## config.mk

```make
export PLATFORM = sky130hd
export DESIGN_NAME = krt_ram
export DESIGN_NICKNAME = d
export VERILOG_FILES = /design/src/rtl/keyed_record_table_core_macros.svh /design/src/rtl/krt_ram.sv
export SDC_FILE = /design/constraint.sdc
export NUM_CORES = 1
export LEC_CHECK = 0
export BUFFER_PORTS_ARGS = -buffer_cell sky130_fd_sc_hd__buf_2
export CORE_MARGIN = 2
export CORE_UTILIZATION = 60
export DETAILED_ROUTE_END_ITERATION = 10
export PLACE_DENSITY = 0.83
export RECOVER_POWER = 50
export SLEW_MARGIN = 40
export SYNTH_ARGS = -nofsm -noshare
export SYNTH_HDL_FRONTEND = slang
export SYNTH_SLANG_ARGS = --single-unit
```

## constraint.sdc

```tcl
create_clock -name clock -period 2.4 [get_ports clock]
set_input_delay 0.36 -clock clock [delete_from_list [all_inputs] [get_ports clock]]
set_output_delay 0.36 -clock clock [all_outputs]
set_load 0.01 [all_outputs]
```

## src/rtl/keyed_record_table_core_macros.svh

```systemverilog
// Assertion macros for the keyed record table core.
// Used by the top level; no other dependencies.
`ifndef KEYED_RECORD_TABLE_CORE_MACROS_SVH
`define KEYED_RECORD_TABLE_CORE_MACROS_SVH

// Same-cycle implication, disabled while reset is high.
`define KRT_ASSERT_NOW(label, clk, rst, ante, cons, msg) \
   label: assert property (@(posedge clk) disable iff (rst) (ante) |-> (cons)) \
      else $error(msg);

// Next-cycle implication, disabled while reset is high.
`define KRT_ASSERT_NEXT(label, clk, rst, ante, cons, msg) \
   label: assert property (@(posedge clk) disable iff (rst) (ante) |=> (cons)) \
      else $error(msg);

`endif

```

## src/rtl/krt_ram.sv

```systemverilog
// Generic simple dual-port RAM: one write port, one registered read port.
// No dependencies.
`timescale 1ns / 1ps
`default_nettype none

module krt_ram #(
   parameter int WIDTH = 8,
   parameter int DEPTH = 16,
   localparam int AW = (DEPTH > 1) ? $clog2(DEPTH) : 1
) (
   input  wire logic             clock,
   input  wire logic             wr_en,
   input  wire logic [AW-1:0]    wr_addr,
   input  wire logic [WIDTH-1:0] wr_data,
   input  wire logic             rd_en,
   input  wire logic [AW-1:0]    rd_addr,
   output logic      [WIDTH-1:0] rd_data
);

   logic [WIDTH-1:0] mem [DEPTH];

   always_ff @(posedge clock) begin
      if (wr_en) begin
         mem[wr_addr] <= wr_data;
      end
      if (rd_en) begin
         rd_data <= mem[rd_addr];
      end
   end

endmodule

`default_nettype wire

```

== Yosys cells after proc, flatten, opt, wreduce, memory -nomap -nowiden ==
Memory sizes are Yosys's and may differ from the RTL's. A register that Yosys moved wholly into a read port is not among the register bits.
Cells that the tools add are included.
Cells by class
  muxes and demuxes: 2
Operators with widths (count)
  $mux W1: 2
Storage, ports and cells
  register bits after elaboration: 0
  bits in writable memories: 128
  memories: 1
  input port bits: 19
  word-level logic and storage cells: 3
Memory list
  mem: depth 16, width 8, read ports 1, clocked after Yosys merged registers in 1, write ports 1, line krt_ram.sv:20  | logic [WIDTH-1:0] mem [DEPTH];

== Logic depth before layout (Yosys ltp) ==
  word-level depth: 2
  depth in mapped cells: 5
  depth with buffers taken out: 3

== Least setup slack after synthesis ==
OpenSTA, ideal clock, no wires.
  path type: input to register
  start point: input port wr_addr[2]
  end point: memory mem[0][0], enable pin
  cell stages on the path: 2
  buffers on the path: 0
  library setup time: 383 ps
  setup slack: 547 ps
  data arrival time: 1470 ps
  cell sequence: or3b_2 > nor3_1
RTL lines
  start, declared: line krt_ram.sv:13  | input wire logic [AW-1:0] wr_addr,
  end, declared: line krt_ram.sv:20
Straight into the memory's write port.

==> implementation parameters <==
Parameter                              Value

Timing
  Finish-stage setup viols ... 0
  Worst-case hold slack ... 0.336 ns
  Final worst path period share ... 63.9%
  Final TNS setup ... 0 ns
  Unrepaired setup endpoints after global routing ... no
  Hold Vio Cnt, Final ... 0
  Worst Tran Pin Value ... 0.693 ns
  Highest clock frequency the design can meet ... 0.652 GHz
  Relative max-transition margin ... 53.8%
  Time the worst path needs with I/O delays and setup ... 1.53 ns
  Max-slew violation total from the final report ... 0
  Setup Skew ... 0.00745 ns

Clock network
  Maximum clock path buffer count ... 2
  Number of buffers added by the clock tree synthesis step ... 17
  PostCTS Resize Cnt ... 0
  Number of buffers inserted by post-CTS setup repair ... 0
  Clk slew on worst S/H paths ... 0.06 ns
  Cell chosen for the clock root ... sky130_fd_sc_hd__clkbuf_8
  Sink Count ... 136
  Number of H-tree levels ... 4
  Clock tree from TritonCTS ... built
  Hold buffers post-CTS ... 0
  Insertion delay to the later sink of the worst-skew pair ... 0.51 ns

Floorplanning
  Chip height ... 97.3 µm
  Number of top-level design ports ... 27
  Initial Util ... 60.8%
  Width of the chip ... 97.3 µm
  Total Die Area ... 0.00948 mm²
  Cell row count ... 34
  Area of the core ... 0.00859 mm²

Synth
  Share of cell area taken by muxes after synthesis ... 14.8%
  Biggest area consumer among synthesized cells ... sky130_fd_sc_hd__edfxtp_1
  Combinational family with the most area after synthesis ... multiplexers
  Post-synth cell types ... 18
  Share of the synthesized netlist area taken by xor and xnor gates ... 0%
  Share of the synthesized area in compound gates (AO/OA/AOI/OAI) ... 2.30%
  Leading cell types by total area after synthesis ... sky130_fd_sc_hd__edfxtp_1 (78%), sky130_fd_sc_hd__mux4_2 (7.8%), sky130_fd_sc_hd__mux4_1 (7.0%)
  #FFs+latches synth ... 136
  Area share of fa/ha/maj cells after synthesis ... 0%
  Most frequent cells after synthesis ... sky130_fd_sc_hd__edfxtp_1 (136), sky130_fd_sc_hd__mux4_2 (18), sky130_fd_sc_hd__a22oi_1 (16)
  Mean Syn Cell Area ... 22.8 µm²
  Total standard cell area after synthesis ... 0.00523 mm²
  Nets in the synthesized netlist ... 248
  Post-synth EDFFs ... 136
  Sequential element share of the synthesized area ... 78.1%
  Post-synth top area share ... 78.1%
  Async SR Flop Fraction ... 0%
  Simple-Gate Fraction of Synth Area ... 3.14%
  Cell count after synthesis ... 229
  Number of warnings issued by yosys ... 0
  Top_reg_cell synth ... sky130_fd_sc_hd__edfxtp_1
  Library cell with the highest instance count after synthesis ... sky130_fd_sc_hd__edfxtp_1

Worst setup path
  Depth of the most critical reg-to-reg path ... 3
  Maximum fanout along the worst path ... 8
  Endpoint type of the worst setup path ... flop
  Worst Path Class, Setup ... primary input to flop
  CP peak stage delay ... 0.56 ns
  Worst path required time ... 2.66 ns
  Series of cell instances along the critical path ... buf_2 > buf_4 > mux4_1 > a22oi_1 > nand2_1
  Slowest cell on crit path ... sky130_fd_sc_hd__mux4_1
  Cell family with most CP delay ... multiplexers
  Register-to-register path setup slack ... 0.88 ns
  Startpoint of the worst-slack reg-to-reg timing path ... mem[10][5]$_DFFE_PP_
  Critical R2R Capture ... rd_data[5]$_DFFE_PP_
  Buffer and inverter count on the worst path ... 2
  CP startpoint kind ... primary input
  Signal arrival time at the worst endpoint ... 1.80 ns

Worst hold path
  Hold path depth ... 1
  Worst hold start ... rd_en
  Capture endpoint of the worst hold path ... rd_data[0]$_DFFE_PP_
  Worst min path class ... primary input to flop

GRT
  Maximum number of pins on one net before global-route repair ... 33
  Via count of the first global-routing pass ... 2650
  Antenna violations before repair ... 0
  GRT Util Overall ... 24.1%
  Wire length of the first global-routing pass ... 16000 µm
  Total gr overflow ... 0

Power and ir drop
  Net Sw Frac ... 19.1%
  Switching Power ... 0.00111 W
  Leakage power ... 2.11 nW
  Cell area power density ... 928 mW/mm²
  Peak VDD IR ... 567 µV
  Clock network power share ... 49.1%
  Total Power Consumption ... 0.00577 W
  Relative contribution of combinational cells to total power ... 4.3%
  Internal power of the cells ... 0.00467 W
  Fraction of power consumed by sequential logic ... 46.7%

Cells and area
  Ratio of cells with drive above 1 in the final layout ... 28.2%
  Layout overhead on the synthesized area ... 19.0%
  Final #Nets ... 304
  Final core utilization ... 72.4%
  Count of filler cells inserted in the layout ... 485
  ANT cells ... 0

Placed design
  Count of input and output buffers ... 26
  Detail Placement HPWL ... 5800 µm
  RD Place Congestion ... 0.784

Drt
  Antenna viol nets, final ... 0
  Final WL ... 10500 µm
  # DRC ... 0
  Detailed-routing iteration count for the pre-antenna-repair pass ... 5
  Via density ... 6.43
  Iteration-0 DRC Markers ... 357
  Routed WL per cell ... 25.8 µm
  Count of vias placed by the detailed router ... 2612

Outcome
  Result of the run ... complete, no violations

Job
  Max-cap violations ... 0
-- cells in the final DEF, fill, tap and decap left out, types with 4 or more instances in the layout --
cell type,netlist,final
sky130_fd_sc_hd__edfxtp_1,136,136
sky130_fd_sc_hd__nand2_1,9,9
sky130_fd_sc_hd__bufinv_16,0,6
sky130_fd_sc_hd__clkbuf_16,0,16
sky130_fd_sc_hd__clkbuf_1,0,12
sky130_fd_sc_hd__buf_2,3,16
sky130_fd_sc_hd__buf_4,1,18
sky130_fd_sc_hd__nor2_1,13,13
sky130_fd_sc_hd__mux4_1,14,14
sky130_fd_sc_hd__a22oi_1,16,16
sky130_fd_sc_hd__nor3_1,4,4
sky130_fd_sc_hd__mux4_2,18,18
-- registers in the layout (all words and copies together) (netlist names) --
register  cells
mem         128
rd_data       8
-- worst max path at each step --
stage | depth (start not counted) | from | end | slack, ns
after floorplan | 2 | wr_addr[2] | mem[0][0]$_DFFE_PP_ | 0.55
after global placement | 5 | rd_addr[0] | rd_data[2]$_DFFE_PP_ | 0.34
after detailed placement | 5 | rd_addr[0] | rd_data[1]$_DFFE_PP_ | 0.32
after CTS | 5 | rd_addr[0] | rd_data[1]$_DFFE_PP_ | 0.86
after global routing | 5 | rd_addr[0] | rd_data[1]$_DFFE_PP_ | 0.78
final | 5 | rd_addr[0] | rd_data[1]$_DFFE_PP_ | 0.87
-- cell type report --
type / instances / area (µm²) / share of cell area, %
multi-input cells: 83 / 1060 / 17.0
clock inverters: 14 / 229 / 3.68
clock buffers: 18 / 418 / 6.72
repair buffers: 47 / 297 / 4.77
flip-flops and latches: 136 / 4080 / 65.7
well taps: 108 / 135 / 2.17
-- power groups by stage --
stage | combinational [W] | sequential, W | clock, W
2_1_floorplan | 0.000135 | 0.00274 | 0
3_3_place_gp | 0.000238 | 0.00274 | 0
3_5_place_dp | 0.000246 | 0.00274 | 0
4_1_cts | 0.000253 | 0.00269 | 0.00286
5_1_grt | 0.000268 | 0.00270 | 0.00295
6_report | 0.000248 | 0.00269 | 0.00283
-- routing by layer --
metal  vias up  share of wire (%)  GRT usage, %
li1       1093                  -             -
met1      1326                 39          33.4
met2       176                 50          36.6
met3        17                9.3          8.42
met4         0                2.0          8.12
met5         -                  0             0
-- worst reg2reg max path, cell delays in order (launching register included) --
cell and delay [ns]:
sky130_fd_sc_hd__edfxtp_1 0.38, sky130_fd_sc_hd__mux4_1 0.53, sky130_fd_sc_hd__a22oi_1 0.26, sky130_fd_sc_hd__nand2_1 0.09
-- metrics by stage --
stage                     setup WS (ns)  cell area, µm²  cells
final                             0.867            6220    406
after global routing              0.781            6220    406
after CTS                         0.861            6240    406
after detailed placement          0.324            5590    374
after global placement            0.336            5590    374
after floorplan                   0.547            5230    229
-- logic make-up after synthesis --
| family | after synthesis |
|---|---|
| AO/OA/AOI/OAI | 16 |
| buffers and inverters | 10 |
| flip-flops | 136 |
| multiplexers | 32 |
| AND/OR/NAND/NOR | 35 |
No activity file was read; power rests on OpenSTA's default activity.
