$ cat src/rtl/keyed_record_table_core_macros.svh
// Assertion macros for the keyed record table core.
// Used by the top level; no other dependencies.
`ifndef KEYED_RECORD_TABLE_CORE_MACROS_SVH
`define KEYED_RECORD_TABLE_CORE_MACROS_SVH

// Same-cycle implication, disabled while reset is high.
`define KRT_ASSERT_NOW(label, clk, rst, ante, cons, msg) \
   label: assert property (@(posedge clk) disable iff (rst) (ante) |-> (cons)) \
      else $error(msg);

// Next-cycle implication, disabled while reset is high.
`define KRT_ASSERT_NEXT(label, clk, rst, ante, cons, msg) \
   label: assert property (@(posedge clk) disable iff (rst) (ante) |=> (cons)) \
      else $error(msg);

`endif

$ cat src/rtl/krt_pkg.sv
// Shared types and constants for the keyed record table core.
// No dependencies; imported by krt_seq and the top level.
`timescale 1ns / 1ps
`default_nettype none

package krt_pkg;

   localparam int TABLE_DEPTH_DEF = 128;
   localparam int FIELD_W         = 32;
   localparam int COUNT_OUT_W     = 8;

   typedef enum logic [1:0] {
      FUNC_INSERT       = 2'd0,
      FUNC_SET_QUANTITY = 2'd1,
      FUNC_SET_PRICE    = 2'd2,
      FUNC_REMOVE       = 2'd3
   } func_type;

   typedef enum logic [2:0] {
      ST_IDLE,
      ST_INSERT,
      ST_SEARCH,
      ST_SHIFT,
      ST_RESP
   } state_type;

   // One table entry as stored in the record memory.
   typedef struct packed {
      logic signed [FIELD_W-1:0] code;
      logic signed [FIELD_W-1:0] quantity;
      logic signed [FIELD_W-1:0] price;
   } rec_type;

   // Result handed from the sequencer to the output register.
   typedef struct packed {
      logic                   push;
      logic                   ok;
      logic [COUNT_OUT_W-1:0] entry_count;
   } rsp_type;

endpackage

`default_nettype wire

$ cat src/rtl/krt_seq.sv
// Operation sequencer: linear search, field update, append and compaction shift
// over the record memory. Depends on krt_pkg.
`timescale 1ns / 1ps
`default_nettype none

module krt_seq import krt_pkg::*; #(
   parameter int TABLE_DEPTH = TABLE_DEPTH_DEF,
   localparam int AW = (TABLE_DEPTH > 1) ? $clog2(TABLE_DEPTH) : 1,
   localparam int CW = $clog2(TABLE_DEPTH + 1)
) (
   input  wire logic                      clock,
   input  wire logic                      reset,
   input  wire logic                      req_valid,
   output logic                           req_ready,
   input  wire logic [1:0]                req_func,
   input  wire logic signed [FIELD_W-1:0] req_item_code,
   input  wire logic signed [FIELD_W-1:0] req_item_quantity,
   input  wire logic signed [FIELD_W-1:0] req_item_price,
   input  wire logic                      rsp_free,
   output rsp_type                        rsp_out,
   output logic                           ram_wr_en,
   output logic [AW-1:0]                  ram_wr_addr,
   output rec_type                        ram_wr_data,
   output logic                           ram_rd_en,
   output logic [AW-1:0]                  ram_rd_addr,
   input  rec_type                        ram_rd_data
);

   state_type         state_ff, state_in;
   func_type          func_ff, func_in;
   rec_type           req_ff, req_in;
   logic [CW-1:0]     count_ff, count_in;
   logic [CW-1:0]     idx_ff, idx_in;        // next entry to read
   logic              pend_ff, pend_in;      // read data due this cycle
   logic [CW-1:0]     pend_idx_ff, pend_idx_in;
   logic              ok_ff, ok_in;
   logic              hit;
   logic              more;
   logic [CW-1:0]     wr_idx;
   logic [CW+COUNT_OUT_W-1:0] count_ext;

   assign hit       = pend_ff && (ram_rd_data.code == req_ff.code);
   assign more      = idx_ff < count_ff;
   assign count_ext = {{COUNT_OUT_W{1'b0}}, count_ff};

   always_ff @(posedge clock) begin
      if (reset) begin
         state_ff <= ST_IDLE;
         count_ff <= '0;
         pend_ff  <= 1'b0;
      end else begin
         state_ff <= state_in;
         count_ff <= count_in;
         pend_ff  <= pend_in;
      end
      func_ff     <= func_in;
      req_ff      <= req_in;
      idx_ff      <= idx_in;
      pend_idx_ff <= pend_idx_in;
      ok_ff       <= ok_in;
   end

   // next state
   always_comb begin
      state_in = state_ff;
      case (state_ff)
         ST_IDLE: begin
            if (req_valid) begin
               state_in = (func_type'(req_func) == FUNC_INSERT) ? ST_INSERT : ST_SEARCH;
            end
         end
         ST_INSERT: state_in = ST_RESP;
         ST_SEARCH: begin
            if (hit) begin
               state_in = (func_ff == FUNC_REMOVE) ? ST_SHIFT : ST_RESP;
            end else if (!pend_ff && !more) begin
               state_in = ST_RESP;
            end
         end
         ST_SHIFT: begin
            if (!pend_ff && !more) begin
               state_in = ST_RESP;
            end
         end
         ST_RESP: begin
            if (rsp_free) begin
               state_in = ST_IDLE;
            end
         end
         default: state_in = ST_IDLE;
      endcase
   end

   // outputs and datapath
   always_comb begin
      func_in     = func_ff;
      req_in      = req_ff;
      count_in    = count_ff;
      idx_in      = idx_ff;
      pend_in     = 1'b0;
      pend_idx_in = pend_idx_ff;
      ok_in       = ok_ff;
      req_ready   = 1'b0;
      ram_wr_en   = 1'b0;
      ram_wr_data = req_ff;
      ram_rd_en   = 1'b0;
      ram_rd_addr = idx_ff[AW-1:0];
      wr_idx      = count_ff;
      rsp_out.push        = 1'b0;
      rsp_out.ok          = ok_ff;
      rsp_out.entry_count = count_ext[COUNT_OUT_W-1:0];
      case (state_ff)
         ST_IDLE: begin
            req_ready = 1'b1;
            if (req_valid) begin
               func_in         = func_type'(req_func);
               req_in.code     = req_item_code;
               req_in.quantity = req_item_quantity;
               req_in.price    = req_item_price;
               idx_in          = '0;
            end
         end
         ST_INSERT: begin
            if (count_ff < CW'(TABLE_DEPTH)) begin
               ram_wr_en = 1'b1;
               count_in  = count_ff + 1'b1;
               ok_in     = 1'b1;
            end else begin
               ok_in = 1'b0;
            end
         end
         ST_SEARCH: begin
            ok_in = 1'b0;
            if (hit) begin
               ok_in  = 1'b1;
               wr_idx = pend_idx_ff;
               ram_wr_data = ram_rd_data;
               if (func_ff == FUNC_SET_QUANTITY) begin
                  ram_wr_en = 1'b1;
                  ram_wr_data.quantity = req_ff.quantity;
               end else if (func_ff == FUNC_SET_PRICE) begin
                  ram_wr_en = 1'b1;
                  ram_wr_data.price = req_ff.price;
               end else begin
                  // remove: compaction starts with the entry above the match
                  idx_in = pend_idx_ff + 1'b1;
               end
            end else if (more) begin
               ram_rd_en   = 1'b1;
               pend_in     = 1'b1;
               pend_idx_in = idx_ff;
               idx_in      = idx_ff + 1'b1;
            end
         end
         ST_SHIFT: begin
            // entry k read last cycle is written to k-1 while k+1 is read
            if (pend_ff) begin
               ram_wr_en   = 1'b1;
               wr_idx      = pend_idx_ff - 1'b1;
               ram_wr_data = ram_rd_data;
            end
            if (more) begin
               ram_rd_en   = 1'b1;
               pend_in     = 1'b1;
               pend_idx_in = idx_ff;
               idx_in      = idx_ff + 1'b1;
            end else if (!pend_ff) begin
               count_in = count_ff - 1'b1;
            end
         end
         ST_RESP: begin
            rsp_out.push = rsp_free;
         end
         default: begin
         end
      endcase
      ram_wr_addr = wr_idx[AW-1:0];
   end

endmodule

`default_nettype wire

$ cat config.mk
export PLATFORM = sky130hd
export DESIGN_NAME = krt_seq
export DESIGN_NICKNAME = d
export VERILOG_FILES = /design/src/rtl/keyed_record_table_core_macros.svh /design/src/rtl/krt_pkg.sv /design/src/rtl/krt_seq.sv
export SDC_FILE = /design/constraint.sdc
export NUM_CORES = 1
export LEC_CHECK = 0
export ABC_CLOCK_PERIOD_IN_PS = 6130
export BUFFER_PORTS_ARGS = -buffer_cell sky130_fd_sc_hd__buf_2
export CORE_AREA = 2 2 125 127
export CTS_BUF_LIST = sky130_fd_sc_hd__clkbuf_8
export CTS_CLUSTER_SIZE = 14
export DETAILED_ROUTE_END_ITERATION = 16
export DIE_AREA = 0 0 127 129
export MAX_ROUTING_LAYER = met4
export PLACE_DENSITY = 0.91
export SLEW_MARGIN = 20
export SYNTH_ARGS = -nofsm -noshare
export SYNTH_HDL_FRONTEND = slang
export SYNTH_SLANG_ARGS = --single-unit
$ cat constraint.sdc
create_clock -name clock -period 6.13 [get_ports clock]
set_input_delay 0.9195 -clock clock [delete_from_list [all_inputs] [get_ports clock]]
set_output_delay 0.9195 -clock clock [all_outputs]
set_load 0.1 [all_outputs]
# Word level (Yosys, flattened, before mapping)
# Cells that the tools add are included.
# totals
register_bits	127
latch_bits	0
mem_bits_rw	0
romBits	0
in_bits	198
output_inout_bits	123
wordCells	90
mem_count	0
# classes
add_sub_neg	5
mul	0
div_mod_pow	0
magnitude_cmp	2
n_eq_ne	16
shifts	0
muxes	42
n_bitwise	0
n_reduce_logical	15
# ops
operator	n
$mux W96	2
$pmux W96 S2	1
$mux W32	3
$mux W8	10
$eq A32 B32 Y1	1
$pmux W8 S2	2
$add A8 B1 Y8 const B	3
$pmux W8 S3	1
$mux W3	5
$pmux W3 S5	1
$mux W7	2
$pmux W7 S2	1
$ne A2 B2 Y1 const B	6
$mux W1	10
$lt A8 B8 Y1	1
$lt A8 B8 Y1 const B	1
$reduce_and A4 Y1	2
$sub A8 B1 Y8 const B	1
$sub A7 B1 Y7 const B	1
$eq A3 B2 Y1 const B	2
$ne A3 B3 Y1 const B	2
$reduce_and A2 Y1	3
$reduce_bool A2 Y1	3
$eq A2 B2 Y1 const B	2
other kinds (11)	14

# Logic depth before layout (Yosys ltp)
# Gate-level depths: netlist (run 1).
# depth
depth_word	6
mapped_depth	11
mapped_depth_nobuf	10

# Worst setup path before layout (run 1)
# No wires, ideal clock.
# synth_timing
path_type	flip-flop to flip-flop
start	register state_ff[0]
end	register idx_ff[0], enable pin
setup_ns	0.335
t_arrival_ns	5.597
required_ns	5.795
slack_ns	0.198
stages_incl_launch_ff	5
path_buffers	1
period_less_slack_ns	5.932
path_cell_list	dfxtp_1 -> clkbuf_1 -> nor3_1 -> and2_1 -> nand2b_1
# synth_between
elab_chain_cells	3
word_cells_on_any_way	8
cone_classes	eq/ne (5); reduce/logical (3)
# synth_rtl
element	line	text
start: declaration	krt_seq.sv:29	state_type state_ff, state_in;
start signal: assignment	krt_seq.sv:52	state_ff <= state_in;
$eq A3 B2 Y1 or $logic_not A3 Y1 (tied branches)	krt_seq.sv:112	case (state_ff)
$ne A3 B3 Y1 (no source line), or another cell as far along	n/a	
$reduce_and A4 Y1 (no source line) (*)	n/a	
end signal: assignment	krt_seq.sv:58	idx_ff <= idx_in;
end: declaration	krt_seq.sv:33	logic [CW-1:0] idx_ff, idx_in;
# Every way passes the cells marked *; elsewhere a longest branch is shown, timed or not.
# A chain may end at the register's enable or synchronous reset.

==> results of run 1 <==
## metal layers
metal	GRT usage	vias to the layer above	routed length [um]
li1	-	2641	-
met1	0.289	2723	7550
met2	0.445	318	11000
met3	0.0657	59	1630
met4	0.129	0	800
met5	-	-	0
## sequential cells by signal, indices dropped and copies added (netlist names)
signal and count:
pend_idx_ff 8, count_ff 8, pend_ff 1, idx_ff 8, state_ff 3, req_ff 96, ok_ff 1, func_ff 2
## stage by stage
| stage | utilization | cell area (um^2) | setup slack, ns |
|---|---|---|---|
| floorplan | - | 7010 | 0.198 |
| global placement | 0.579 | 8680 | 1.56 |
| detailed placement | 0.579 | 8680 | 1.45 |
| CTS | 0.606 | 9070 | 1.44 |
| global route | 0.608 | 9100 | 1.21 |
| finish | 0.608 | 9110 | 1.41 |
## worst max path at each step
stage | startpoint | endpoint | cells after the start
6_report | ram_rd_data[91] | ram_wr_data[60] | 8
5_1_grt | ram_rd_data[95] | ram_wr_data[49] | 8
4_1_cts | ram_rd_data[91] | ram_wr_data[62] | 8
3_5_place_dp | ram_rd_data[91] | ram_wr_data[62] | 8
3_3_place_gp | ram_rd_data[83] | ram_wr_data[60] | 8
2_1_floorplan | state_ff[0] | idx_ff[0] | 4
## kinds of logic after synthesis
| family | after synthesis | share of synthesized area |
|---|---|---|
| buffers and inverters | 51 | 0.0398 |
| adder cells (fa/ha/maj) | 20 | 0.0368 |
| XOR/XNOR | 54 | 0.0675 |
| AO/OA/AOI/OAI | 64 | 0.0609 |
| multiplexers | 104 | 0.179 |
| AND/OR/NAND/NOR | 116 | 0.0887 |
| flip-flops | 127 | 0.527 |
## critical path: stages
cell	delay, ns
buf_2	0.12
xnor2_1	0.19
nand4_1	0.22
nor4_2	0.42
nand4_2	0.29
o21ai_4	0.88
mux2_2	0.31
buf_2	0.42
## layout by cell type (no fill, tap or decap), types with 4 or more instances in the layout
| master | instances |
|---|---|
| nand3_1 | 5 |
| nand2_1 | 22 |
| dfxtp_1 | 12 |
| a211oi_1 | 4 |
| inv_1 | 24 |
| nor2_1 | 30 |
| xnor2_1 | 42 |
| o22ai_1 | 8 |
| nand2b_1 | 5 |
| mux2i_1 | 10 |
| nand4_1 | 16 |
| diode_2 | 12 |
| inv_6 | 4 |
| clkbuf_8 | 17 |
| a21oi_1 | 11 |
| mux2_1 | 6 |
| mux2_2 | 62 |
| xor2_1 | 12 |
| edfxtp_1 | 115 |
| ha_1 | 19 |
| nor3_1 | 9 |
| o21ai_0 | 15 |
| mux2_4 | 26 |
| buf_2 | 320 |
| and3_1 | 5 |
| nor2b_1 | 4 |
| clkinv_4 | 5 |
## power by group
part,switching (W),internal (W)
Clock,0.000365,0.000367
Sequential,0.0000829,0.00109
Combinational,0.000915,0.000248
Total,0.00136,0.00170
## area by class of cell
cell class | count | area, um^2
flip-flops and latches | 127 | 3690
repair buffers | 322 | 1620
diodes | 12 | 30.0
inverters | 23 | 86.3
well taps | 188 | 235
clock inverters | 15 | 163
fillers | 1214 | 5870
clock buffers | 17 | 234
multi-input cells | 358 | 3050
==> results.yml, run 1 <==
critical_path:
  required_ns: 5.21
  start_kind: "input pin"
  setup.worst_path.class: "input pin to output port"
  r2r_cells: 10
  reg2reg_from: "state_ff[1]"
  cp.arrival_ns: 3.80
  cp_max_fo: 32
  ff2ff_setup_slack_ns: 2.75
  endpoint_kind: "output port"
  r2r_end: "count_ff[7]"
placement:
  dp.cells: 1018
  place_hpwl_um: 16600
  port_buffers: 320
  place_congestion: 0.946
cells_and_area:
  drive_gt1_frac: 0.522
  area_growth_pct: 30.0
  fin_nets: 1067
  layoutNonFillerInstCount: 1062
pwr:
  peakVddDrop_uv: 219
  power_density_nw_per_um2: 336
  p_leak_nw: 3.98
  finalPower_w: 0.00306
timing:
  relSlewSlack: 0.307
  fin_crit_ns: 4.72
  finalSetupTns_ns: 0
  hold_viol: 0
  rsz0062_at_grt: "no"
  skew_ns: 0.0180
  setup_viol: 0
  final_max_slew_viol_count: 0
  hold_slack_ns: 0.530
  fin_crit_sh: 0.771
  max_freq_mhz: 212
  worst-slew-pin-transition_ns: 1.04
route:
  routed_wl_um: 21000
  dr.pass1.iters: 5
  route.detailed.drc: 0
  ant_nets: 0
  num_vias: 5741
  via_per_inst: 5.41
  drt_iter0_drc: 483
  wire_per_inst_um: 19.8
logic_synthesis:
  ys_seq_area_frac: 0.527
  ys_top_cells_by_area: "edfxtp_1 (49%), mux2_2 (10%), mux2_4 (5.6%)"
  yosysMostFrequentCell: "edfxtp_1"
  yosys_warnings: 0
  ys_ff_latch: 127
  ys_async_sr_fraction: 0
  syn_nets: 754
  netlist_top_cells_count: "edfxtp_1 (115), mux2_2 (62), xnor2_1 (42)"
  synth_cell_types: 56
  yosysTopAreaCellShare: 0.493
  avgSynthCellArea_um2: 13.1
  synth_top_area_cell: "edfxtp_1"
  synthCells: 536
  synth_area_um2: 7010
  synth_edf_count: 115
  synth-main-ff-cell: "edfxtp_1"
clock_network:
  cts_buffers: 17
  cts_tree: "yes"
  clk_pin_slew_ns: 0.07
  root_buffer: "clkbuf_8"
  cts_buffer_depth: 2
  worstSkewPairLatency_ns: 0.45
  cts_hold_buf: 0
  h-tree-depth: 4
  cts_resized: 0
  clock_sinks: 127
  cts_setup_buffers: 0
global_route:
  grt_pass1_vias: 5693
  grt_pass1_wl_um: 31000
  track_usage: 0.262
  grt_start_max_net_pins: 58
  grt-ovfl-total: 0
  antenna_found_initial: 10
die:
  fp.dieH_um: 129
  dieArea_um2: 16400
  io-pin-count: 321
  fp.coreArea_um2: 15000
  die_x_um: 127
  std_cell_rows: 45
  start_util: 0.468
job:
  drv_cap: 0
min_path:
  hp-start: "count_ff[1]"
  hp-class: "register to register"
  min_to: "count_ff[1]"
  whs_path_depth: 2
outcome:
  status: "finished, final reports clean"
Note: power is estimated with default switching activity, not from simulation.
==> run 2, diff against run 1 <==
- ABC_CLOCK_PERIOD_IN_PS: 6130 -> 4800
- CORE_AREA: 2 2 125 127 -> 2 2 123 125
- DIE_AREA: 0 0 127 129 -> 0 0 125 127
- PLACE_DENSITY: 0.91 -> 0.93
- clock period: 6.13 -> 4.8 ns (I/O delays scaled with it)
==> run 2 against run 1 <==
Effect of this change: register-to-register slack worse by 0.91 ns; global-route usage is 1.7 points higher; power is 33% higher; utilization is 5.8 points higher; non-clock buffer count is 3 higher; critical path type is now register to output port.
==> results.yml, run 2 (synthesis results as in run 1) <==
outcome:
  status: "finished, final reports clean"
pwr:
  p_leak_nw: 4.17
  finalPower_w: 0.00407
  power_density_nw_per_um2: 424
  peakVddDrop_uv: 252
timing:
  skew_ns: 0.0135
  worst-slew-pin-transition_ns: 0.807
  fin_crit_sh: 0.852
  max_freq_mhz: 244
  fin_crit_ns: 4.09
  hold_viol: 0
  final_max_slew_viol_count: 0
  finalSetupTns_ns: 0
  relSlewSlack: 0.462
  rsz0062_at_grt: "no"
  setup_viol: 0
global_route:
  track_usage: 0.279
  antenna_found_initial: 8
  grt_pass1_wl_um: 32300
  grt_start_max_net_pins: 61
  grt-ovfl-total: 0
  grt_pass1_vias: 5805
placement:
  place_congestion: 0.938
  port_buffers: 320
  place_hpwl_um: 17700
  dp.cells: 1017
clock_network:
  root_buffer: "clkbuf_8"
  cts_resized: 0
  cts_tree: "yes"
  cts_hold_buf: 0
  cts_buffer_depth: 2
  clock_sinks: 127
  clk_pin_slew_ns: 0.08
  cts_buffers: 17
  cts_setup_buffers: 0
  h-tree-depth: 4
  worstSkewPairLatency_ns: 0.44
route:
  route.detailed.drc: 0
  routed_wl_um: 22400
  wire_per_inst_um: 21.2
  num_vias: 5835
  via_per_inst: 5.52
  dr.pass1.iters: 5
  drt_iter0_drc: 496
  ant_nets: 0
critical_path:
  start_kind: "register"
  endpoint_kind: "output port"
  cp_max_fo: 15
  cpPeakStageDelay_ns: 0.68
  path_cells: "o21ai_0 -> nor4_1 -> nand3_1 -> or4_1 -> nand3_1 -> buf_2"
  worst_path_max_delay_cell: "dfxtp_1"
  cp.arrival_ns: 3.37
  setup.worst_path.class: "register to output port"
  cp.buffers_inverters: 1
  cp_top_family: "simple AND/OR/NAND/NOR gates"
  required_ns: 4.08
  crit_top_cell: "nand3_1"
cells_and_area:
  mostFrequentLayoutCell: "buf_2"
  area_growth_pct: 37.1
  largest_reg_flops: 96
  fin_nets: 1070
  layoutNonFillerInstCount: 1057
  nFillCells: 1064
  largest_register: "req_ff"
  layout_common_cells: "buf_2 (288), edfxtp_1 (115), mux2_2 (62), xnor2_1 (42), buf_12 (32)"
  drive_gt1_frac: 0.524
die:
  fp.dieH_um: 127
  io-pin-count: 321
  start_util: 0.486
  dieArea_um2: 15900
  std_cell_rows: 44
  fp.coreArea_um2: 14400
  die_x_um: 125
min_path:
  hp-class: "input pin to register"
job:
  drv_cap: 0
## run 2: per-stage QoR
| stage | hold WS [ns] | setup WS (ns) | instance area [um^2] | utilization |
|---|---|---|---|---|
| after detailed placement | 0.513 | 0.833 | 9180 | 0.636 |
| after CTS | 0.428 | 0.751 | 9580 | 0.664 |
| after global routing | 0.415 | 0.523 | 9600 | 0.666 |
| after floorplan | 0.476 | 0.466 | 7010 | - |
| after global placement | 0.508 | 0.897 | 9180 | 0.636 |
| final | 0.453 | 0.709 | 9610 | 0.666 |
## run 2: power breakdown
part,internal (W),switching (W)
Sequential,0.00139,0.000108
Clock,0.000511,0.000445
Combinational,0.000422,0.00120
## run 2: layer usage
metal	wire (um)	global-route usage	vias up
li1	-	-	2636
met4	768	0.116	0
met2	11900	0.485	293
met3	1680	0.0674	46
met5	0	-	-
met1	8040	0.308	2860
## run 2: worst paths after layout
check | from | end | slack [ns] | cells after the start
worst max-delay path | pend_ff | ram_wr_addr[4] | 0.71 | 6
worst min-delay path | req_item_price[14] | req_ff[14] | 0.45 | 1
worst max register to register | state_ff[0] | count_ff[7] | 1.84 | 9
worst min register to register | idx_ff[7] | pend_idx_ff[7] | 0.53 | 0
## run 2: final cells by class
class	instances	area [um^2]	share of cell area
Sequential cell	127	3690	0.385
Clock buffer	17	234	0.0244
Multi-Input combinational cell	358	3050	0.318
Timing Repair Buffer	325	2120	0.221
Clock inverter	14	169	0.0176
Inverter	23	86.3	0.00899
Tap cell	184	230	0.0240
Antenna cell	9	22.5	0.00234
==> run 3, diff against run 2 <==
--- a/config.mk
+++ b/config.mk
@@ -6,5 +6,5 @@
 export NUM_CORES = 1
 export LEC_CHECK = 0
-export ABC_CLOCK_PERIOD_IN_PS = 4800
+export ABC_CLOCK_PERIOD_IN_PS = 4700
 export BUFFER_PORTS_ARGS = -buffer_cell sky130_fd_sc_hd__buf_2
 export CORE_AREA = 2 2 123 125
@@ -13,4 +13,5 @@
 export DETAILED_ROUTE_END_ITERATION = 16
 export DIE_AREA = 0 0 125 127
+export GPL_TIMING_DRIVEN = 0
 export MAX_ROUTING_LAYER = met4
 export PLACE_DENSITY = 0.93
==> constraint.sdc (replaced) <==
create_clock -name clock -period 4.7 [get_ports clock]
set_input_delay 0.705 -clock clock [delete_from_list [all_inputs] [get_ports clock]]
set_output_delay 0.705 -clock clock [all_outputs]
set_load 0.05 [all_outputs]
==> run 3 against run 2 <==
Effect of this change: sequential cell count is the same; combinational power shrank 31%; utilization shrank 2.3 points; critical path type unchanged; largest cell class unchanged.
==> results.yml, run 3 (synthesis results as in run 1) <==
placement:
  port_buffers: 320
  pre_cts_ws_ns: 0.709
  place_congestion: 0.931
  placed_area_um2: 8880
  place_hpwl_um: 17300
min_path:
  hp-class: "input pin to register"
  min_to: "req_ff[59]"
  hp-start: "req_item_quantity[27]"
  whs_path_depth: 1
cells_and_area:
  largest_reg_flops: 96
  fin_nets: 1095
  multi_input_area_um2: 3040
  final-seq-area_um2: 3690
  final_cell_area_um2: 9270
  drive_gt1_frac: 0.529
  layout_common_cells: "buf_2 (324), edfxtp_1 (115), mux2_2 (62), xnor2_1 (42), nor2_1 (30)"
  mostFrequentLayoutCell: "buf_2"
  nFillCells: 1105
  largest_register: "req_ff"
  area_growth_pct: 32.2
clock_network:
  worstSkewPairLatency_ns: 0.44
  cts_buffers: 17
  cts_resized: 0
  cts_buffer_depth: 2
  cts_setup_buffers: 0
  root_buffer: "clkbuf_8"
  clk_pin_slew_ns: 0.08
  cts_tree: "yes"
  clock_sinks: 127
  cts_hold_buf: 0
  h-tree-depth: 4
die:
  std_cell_rows: 44
  dieArea_um2: 15900
  fp.dieH_um: 127
  io-pin-count: 321
  fp.coreArea_um2: 14400
  die_x_um: 125
  start_util: 0.486
outcome:
  status: "finished, final reports clean"
timing:
  worst-slew-pin-transition_ns: 0.630
  max_freq_mhz: 248
  fin_crit_sh: 0.857
  final_max_slew_viol_count: 0
  finalSetupTns_ns: 0
  hold_slack_ns: 0.431
  relSlewSlack: 0.579
  setup_viol: 0
  layout_setup_ws_ns: 0.671
  skew_ns: 0.0144
  fin_crit_ns: 4.03
  rsz0062_at_grt: "no"
  hold_viol: 0
global_route:
  met1_usage: 0.289
  grt.met2_usage: 0.488
  grt_util_met3: 0.0699
  antenna_found_initial: 9
  grt_pass1_vias: 5825
  busiest_layer: "met2"
  grt-ovfl-total: 0
  grt_start_max_net_pins: 41
  track_usage: 0.272
  grt_pass1_wl_um: 31700
route:
  route.detailed.drc: 0
  wire_per_inst_um: 20.1
  routed_wl_um: 21900
  dr.pass1.iters: 7
  drt_iter0_drc: 423
  num_vias: 5831
  ant_nets: 0
  via_per_inst: 5.37
pwr:
  peakVddDrop_uv: 223
  power_density_nw_per_um2: 378
  p_leak_nw: 4.08
  finalPower_w: 0.00350
job:
  drv_cap: 0
critical_path:
  ff2ff_setup_slack_ns: 1.88
  required_ns: 3.99
  reg2reg_from: "state_ff[2]"
  endpoint_kind: "output port"
  start_kind: "register"
  r2r_cells: 11
  r2r_end: "count_ff[7]"
  setup.worst_path.class: "register to output port"
  cp_max_fo: 10
  cp.arrival_ns: 3.32
  cp-startpoint: "req_ff[67]"
==> run 3: metrics by stage <==
step,util,cells
2_1_floorplan,-,536
3_3_place_gp,0.613,1040
3_5_place_dp,0.616,1042
4_1_cts,0.641,1074
5_1_grt,0.642,1083
6_report,0.643,1085
==> run 3: worst max-delay path: stages (launching register included) <==
cell	delay (ns)
edfxtp_1	0.42
xnor2_1	0.25
nand4_1	0.22
nor4_4	0.40
nand4_2	0.27
o21ai_2	0.44
buf_4	0.28
mux2_2	0.37
buf_2	0.21
==> run 3: area by class of cell <==
| type | count | area share |
|---|---|---|
| Clock inverter | 15 | 0.0134 |
| Clock buffer | 17 | 0.0252 |
| Inverter | 23 | 0.00932 |
| Sequential cell | 127 | 0.399 |
| Antenna cell | 11 | 0.00297 |
| Multi-Input combinational cell | 358 | 0.328 |
| Buffer | 28 | 0.0208 |
| Timing Repair Buffer | 322 | 0.177 |
| Tap cell | 184 | 0.0248 |
==> run 3: report_power, final <==
part	switching [W]	total [W]	internal (W)
logic	0.000761	0.00112	0.000358
clock network	0.000462	0.000875	0.000413
registers	0.0000948	0.00151	0.00141
==> run 3: per-layer routing <==
metal | up-vias | share of wire
li1 | 2692 | -
met1 | 2816 | 0.37
met2 | 281 | 0.54
met3 | 42 | 0.064
met4 | 0 | 0.027
met5 | - | 0
==> run 3: how the worst max path moves through the flow <==
stage | to | cells after the start | slack (ns)
final | ram_wr_data[17] | 8 | 0.67
after global routing | ram_wr_data[17] | 8 | 0.42
after CTS | ram_wr_data[17] | 8 | 0.62
after detailed placement | ram_wr_data[17] | 9 | 0.71
after global placement | ram_wr_data[17] | 9 | 0.75
after floorplan | idx_ff[0] | 4 | 0.85
